===== config.mk =====
export PLATFORM = sky130hd
export DESIGN_NAME = aarm_cordic
export DESIGN_NICKNAME = d
export VERILOG_FILES = /design/src/sv/aarm_pkg.sv /design/src/sv/aarm_cordic.sv
export SDC_FILE = /design/constraint.sdc
export NUM_CORES = 2
export LEC_CHECK = 0
export BUFFER_PORTS_ARGS = -buffer_cell sky130_fd_sc_hd__buf_2
export CAP_MARGIN = 20
export CORE_ASPECT_RATIO = 1.5
export CORE_MARGIN = 10
export CORE_UTILIZATION = 29
export CTS_CLUSTER_DIAMETER = 60
export DETAILED_ROUTE_END_ITERATION = 10
export GPL_ROUTABILITY_DRIVEN = 1
export PLACE_DENSITY = 0.43
export SYNTH_ARGS = -nofsm -noshare
export SYNTH_HDL_FRONTEND = slang
export SYNTH_SLANG_ARGS = --single-unit

===== constraint.sdc =====
create_clock -name clk -period 10.83 [get_ports clk]
set_clock_uncertainty 0.05 [all_clocks]
set_input_delay 1.6245 -clock clk [delete_from_list [all_inputs] [get_ports clk]]
set_output_delay 1.6245 -clock clk [all_outputs]
set_load 0.005 [all_outputs]

===== src/sv/aarm_pkg.sv =====
// Package for the axis-angle rotation matrix core: widths, constants, CORDIC table.
// No dependencies; imported by every module of the block.
package aarm_pkg;

  localparam int COORD_BITS_DEF    = 16;
  localparam int ANGLE_BITS_DEF    = 16;
  localparam int FRAC_BITS_DEF     = 14;
  localparam int CORDIC_STAGES_DEF = 16;

  localparam int UNIT_FRAC = 15;
  localparam int TRIG_FRAC = 30;
  localparam int MAG_LIMIT_BITS = 17;
  localparam int N2_BITS = 36;
  localparam int NUM_BITS = 64;
  localparam int UNIT_BITS = 17;
  localparam int TRIG_BITS = 33;
  localparam logic signed [TRIG_BITS-1:0] CORDIC_INV_GAIN = 33'sd652032874;

  function automatic logic signed [33:0] atan_turn32(input int k);
    logic signed [33:0] t;
    case (k)
      0: t = 34'sd536870912;   1: t = 34'sd316933406;   2: t = 34'sd167458907;
      3: t = 34'sd85004756;    4: t = 34'sd42667331;    5: t = 34'sd21354465;
      6: t = 34'sd10679838;    7: t = 34'sd5340245;     8: t = 34'sd2670163;
      9: t = 34'sd1335087;     10: t = 34'sd667544;     11: t = 34'sd333772;
      12: t = 34'sd166886;     13: t = 34'sd83443;      14: t = 34'sd41722;
      15: t = 34'sd20861;      16: t = 34'sd10430;      17: t = 34'sd5215;
      18: t = 34'sd2608;       19: t = 34'sd1304;       20: t = 34'sd652;
      21: t = 34'sd326;        22: t = 34'sd163;        23: t = 34'sd81;
      24: t = 34'sd41;         25: t = 34'sd20;         26: t = 34'sd10;
      27: t = 34'sd5;          28: t = 34'sd3;          29: t = 34'sd1;
      30: t = 34'sd1;          default: t = 34'sd0;
    endcase
    return t;
  endfunction

endpackage


===== src/sv/aarm_cordic.sv =====
// Rotation-mode CORDIC pipeline giving cosine and sine in Q.30.
// Depends on aarm_pkg. One micro-rotation per stage, quadrant fold on entry.
module aarm_cordic import aarm_pkg::*; #(
  parameter int ANGLE_BITS    = ANGLE_BITS_DEF,
  parameter int CORDIC_STAGES = CORDIC_STAGES_DEF,
  parameter int DEPTH         = CORDIC_STAGES
) (
  input  logic                        clk,
  input  logic                        en,
  input  logic [ANGLE_BITS-1:0]       angle,
  output logic signed [TRIG_BITS-1:0] cos_q,
  output logic signed [TRIG_BITS-1:0] sin_q
);
  logic [31:0] t;
  logic        flip_in;
  logic signed [33:0] z0;
  always_comb begin
    t = 32'(angle) << (32 - ANGLE_BITS);
    flip_in = (t[31:30] == 2'b01) || (t[31:30] == 2'b10);
    if (flip_in) t = t + 32'h8000_0000;
    z0 = 34'(signed'(t));
  end

  logic signed [TRIG_BITS:0] cx [CORDIC_STAGES+1];
  logic signed [TRIG_BITS:0] cy [CORDIC_STAGES+1];
  logic signed [33:0]        cz [CORDIC_STAGES+1];
  logic                      fl [CORDIC_STAGES+1];
  always_comb begin
    cx[0] = 34'(CORDIC_INV_GAIN);
    cy[0] = '0;
    cz[0] = z0;
    fl[0] = flip_in;
  end

  // Advance one micro-rotation per stage.
  for (genvar k = 0; k < CORDIC_STAGES; k++) begin : g_rot
    logic signed [TRIG_BITS:0] dx, dy;
    always_comb begin
      dx = cy[k] >>> k;
      dy = cx[k] >>> k;
    end
    always_ff @(posedge clk) begin
      if (en) begin
        fl[k+1] <= fl[k];
        if (!cz[k][33]) begin
          cx[k+1] <= cx[k] - dx;
          cy[k+1] <= cy[k] + dy;
          cz[k+1] <= cz[k] - atan_turn32(k);
        end else begin
          cx[k+1] <= cx[k] + dx;
          cy[k+1] <= cy[k] - dy;
          cz[k+1] <= cz[k] + atan_turn32(k);
        end
      end
    end
  end

  // Unfold and pad the pipeline to the requested depth.
  logic signed [TRIG_BITS-1:0] dc [DEPTH-CORDIC_STAGES+1];
  logic signed [TRIG_BITS-1:0] ds [DEPTH-CORDIC_STAGES+1];
  always_comb begin
    dc[0] = fl[CORDIC_STAGES] ? TRIG_BITS'(-cx[CORDIC_STAGES]) : TRIG_BITS'(cx[CORDIC_STAGES]);
    ds[0] = fl[CORDIC_STAGES] ? TRIG_BITS'(-cy[CORDIC_STAGES]) : TRIG_BITS'(cy[CORDIC_STAGES]);
  end
  for (genvar p = 0; p < DEPTH - CORDIC_STAGES; p++) begin : g_pad
    always_ff @(posedge clk) begin
      if (en) begin
        dc[p+1] <= dc[p];
        ds[p+1] <= ds[p];
      end
    end
  end
  assign cos_q = dc[DEPTH-CORDIC_STAGES];
  assign sin_q = ds[DEPTH-CORDIC_STAGES];
endmodule


==> flow_summary.yaml <==
sta:
  f_max_mhz: 165
  final.setup.tns_ns: 0
  timing.slew.headroom_pct: 23.3
  final-max-slew-violation-count: 0
  fin_crit_share_pct: 56.0
  final_count_of_hold_timing_violations: 0
  final_period_minus_worst_setup_slack_ns: 6.06
  setup_repair_after_global_routing_missed_its_margin: "no"
  setup_violations: 0
  max_slew.worst_pin.slew_ns: 1.14
setup_path:
  crit_path_max_incr_delay_ns: 0.71
  timing.critical_path.depth: 19
  worst-setup-path-type: "reg -> reg"
  arrival_time_of_the_worst_setup_path_ns: 6.66
  worst_ep_required_time_ns: 11.43
  worstReg2RegStart: "cy[117]"
  regToRegEndpoint: "cx[101]"
  crit_chain: "nor2_1 -> nor4b_1 -> nor3b_1 -> nor4bb_2 -> buf_4 -> nor2_1 -> xor2_1 -> ha_1 -> and3_1 -> a22o_1 -> o21ai_0 -> a31o_2 -> a211o_1 -> nand4_1 -> nand2_1 -> o311ai_0 -> a311o_1 -> a21oi_1 -> xnor2_1"
  crit_path_start_kind: "register"
  worst-path-buf-inv: 1
  r2r_setup_slack_ns: 4.77
  rr_worst_depth: 19
  cp-endpoint: "cx[101]"
  cp-end-kind: "register"
  timing.critical_path.fanout_max: 6
  cp_top_family: "compound AO/OA/AOI/OAI gates"
  crit_path_top_delay_cell: "sky130_fd_sc_hd__o311ai_0"
  timing.critical_path.mode_cell: "sky130_fd_sc_hd__nor2_1"
  worstSetupStartpoint: "cy[117]"
yosys:
  synth_cell_types: 88
  synthesis.area_um2: 121000
  synth_ff_type: "sky130_fd_sc_hd__edfxtp_1"
  ys_seq_area_share_pct: 35.8
  syn-instance-count: 12600
  yosys_warnings: 0
  syn_nets: 14000
  synth.ff_latch_count: 1445
  synthArstFlopShare_pct: 0
  synth-edff-count: 1445
  syn-mean-instance-area_um2: 9.62
clock_network:
  clkSinkCount: 1445
  cts_setup_buffers: 0
  clkSlewWorstSetupHoldPaths_ns: 0.06
  ctsRootBufferMaster: "sky130_fd_sc_hd__clkbuf_16"
  post_cts.resized_instances: 0
  clkLatencyLatePin_ns: 0.91
  cts-buffers-inserted: 187
  clock_tree_from_tritoncts: "built"
  cts_hold_buf: 0
  max-clock-path-buffers: 4
  cts_htree_levels: 4
flow_run:
  max-cap-violations: 0
route:
  vias_per_cell: 5.03
  detail_route.drc_violations: 0
  met3_length_mm: 7.69
  dr_wl_met2_mm: 222
  drt-initial-drc-count: 3743
  first_pass_iters: 9
  num_vias: 93000
  routed.top_layer: "met4"
  final_routed_wire_length_divided_by_cell_count_um: 19.9
  drt-met1-wl_mm: 110
  route.antenna.remaining_nets: 0
  totalWireLength_mm: 368
worst_hold_path:
  holdCritPathClass: "reg -> reg"
layout:
  fillerInstances: 43200
  drive_gt1_share_pct: 4.88
  sequential_cell_area_um2: 43400
  multi_input_comb_area_um2: 75000
  final_nets: 14200
  syn_to_final_growth_pct: 11.4
grt:
  grt_max_degree: 149
  globalRouteOverflowTotal: 0
  first_global_vias: 96700
  global_route_wire_length_before_repair_mm: 556
  grt_antenna_before_repair: 2
  globalRouteTotalUtil_pct: 15.9
place:
  gp_congestion: 0.905
  numPortBuffers: 83
  place.detailed.hpwl_mm: 304
floorplanning:
  num_rows: 290
  die_h_um: 812
  initial_core_util_pct: 29.1
  placeable_area_um2: 416000
  die_w_um: 548
  ioPinCount: 84
  die_area_um2: 445000
run_status:
  run_status: "finished clean"
## final cells by class
cell class	count	area share [%]
diodes	2	0.00371
clock buffers	214	3.59
clock inverters	116	1.02
inverters	550	1.53
multi-input cells	10400	55.6
flip-flops and latches	1445	32.1
well taps	5548	5.14
repair buffers	196	1.01
## metrics by stage
stage          hold WS (ns)  cells  cell area [um2]  util [%]  setup WS (ns)
5_1_grt               0.340  18500           135000      32.4           4.37
2_1_floorplan         0.350  12600           121000         -           6.03
6_report              0.316  18500           135000      32.4           4.77
4_1_cts               0.308  18500           135000      32.4           4.66
3_3_place_gp          0.353  18200           129000      30.9           4.86
3_5_place_dp          0.355  18200           129000      30.9           4.82
## cell usage in the layout (no fill, tap or decap), drive strengths merged, types with 32 or more instances in the layout
master / n
nor2b: 187
nand2: 591
o21a: 214
nor2: 1107
inv: 566
mux2: 50
o31ai: 63
fa: 42
nand3: 202
clkbuf: 214
nor3: 338
and2: 59
o21ai: 582
mux2i: 55
a21boi: 52
edfxtp: 1445
xor2: 631
and3: 127
a211oi: 109
nor4: 90
a21oi: 1393
a211o: 33
nand2b: 199
o41ai: 44
or4: 39
or2: 52
clkinv: 60
buf: 196
o21bai: 152
nor3b: 32
xnor2: 1226
ha: 1377
o211ai: 48
or3: 80
a21o: 592
nand4: 91
a31oi: 157
## cells in the mapped netlist (44+ instances only)
| library cell | instances | area (um2) |
|---|---|---|
| sky130_fd_sc_hd__and2_1 | 59 | 369 |
| sky130_fd_sc_hd__a21boi_0 | 51 | 383 |
| sky130_fd_sc_hd__o21a_1 | 214 | 1610 |
| sky130_fd_sc_hd__a211oi_1 | 109 | 818 |
| sky130_fd_sc_hd__o21ai_0 | 578 | 2890 |
| sky130_fd_sc_hd__nor3_1 | 338 | 1690 |
| sky130_fd_sc_hd__nor4_1 | 90 | 563 |
| sky130_fd_sc_hd__nand4_1 | 91 | 569 |
| sky130_fd_sc_hd__xnor2_1 | 1226 | 10700 |
| sky130_fd_sc_hd__xor2_1 | 630 | 5520 |
| sky130_fd_sc_hd__o21bai_1 | 152 | 1140 |
| sky130_fd_sc_hd__nor2_1 | 1107 | 4160 |
| sky130_fd_sc_hd__or3_1 | 80 | 500 |
| sky130_fd_sc_hd__nor2b_1 | 187 | 1170 |
| sky130_fd_sc_hd__o31ai_1 | 62 | 465 |
| sky130_fd_sc_hd__clkbuf_1 | 148 | 556 |
| sky130_fd_sc_hd__nand2_1 | 591 | 2220 |
| sky130_fd_sc_hd__mux2_2 | 50 | 563 |
| sky130_fd_sc_hd__ha_1 | 1377 | 17200 |
| sky130_fd_sc_hd__a21oi_1 | 1391 | 6960 |
| sky130_fd_sc_hd__o211ai_1 | 48 | 360 |
| sky130_fd_sc_hd__edfxtp_1 | 1445 | 43400 |
| sky130_fd_sc_hd__and3_1 | 127 | 795 |
| sky130_fd_sc_hd__mux2i_1 | 55 | 551 |
| sky130_fd_sc_hd__a21o_1 | 592 | 4440 |
| sky130_fd_sc_hd__nand2b_1 | 199 | 1240 |
| sky130_fd_sc_hd__inv_1 | 550 | 2060 |
| sky130_fd_sc_hd__or2_2 | 52 | 325 |
| sky130_fd_sc_hd__a31oi_1 | 157 | 982 |
| sky130_fd_sc_hd__nand3_1 | 202 | 1010 |
| sky130_fd_sc_hd__o41ai_1 | 44 | 385 |
## per-layer routing
layer  GRT usage [%]  vias up
li1                -    47100
met1            12.4    43600
met2            35.3     1331
met3            1.47      860
met4            10.3        0
met5               0        -
## worst reg2reg max path, delay by kind of cell (launching register included)
| kind | cells | cell delay (ns) |
|---|---|---|
| compound gates | 7 | 2.21 |
| simple gates | 8 | 2.05 |
| flops | 1 | 0.48 |
| fa+ha+maj | 1 | 0.44 |
| xor+xnor | 2 | 0.29 |
| buf+inv | 1 | 0.26 |
## cell families after synthesis
| kind of cell | count (synthesis) | synth area share (%) |
|---|---|---|
| xor gates and xnor gates | 1857 | 13.4 |
| AOI/OAI and AO/OA | 3753 | 19.5 |
| other | 1 | 0.00309 |
| adders and majority gates | 1419 | 14.9 |
| muxes | 105 | 0.919 |
| DFF | 1445 | 35.8 |
| buffers and inverters | 738 | 2.29 |
| and+or+nand+nor | 3286 | 13.2 |
## worst min-delay path by stage
| stage | startpoint | endpoint | slack, ns | cells past startpoint |
|---|---|---|---|---|
| floorplan | cz[171] | cz[137] | 0.35 | 0 |
| global placement | cz[206] | cz[172] | 0.35 | 0 |
| detailed placement | fl[3] | fl[2] | 0.36 | 0 |
| CTS | cz[171] | cz[137] | 0.31 | 0 |
| global route | fl[3] | fl[2] | 0.34 | 0 |
| finish | cz[171] | cz[137] | 0.32 | 0 |
## sequential cells by signal, summed over array words and instances, names as in the netlist
name  count
cx      487
cy      510
cz      432
fl       16
Power is left out: the tool's default activity adds up to more than one toggle a clock period on the data nets, which glitch-free logic cannot reach.
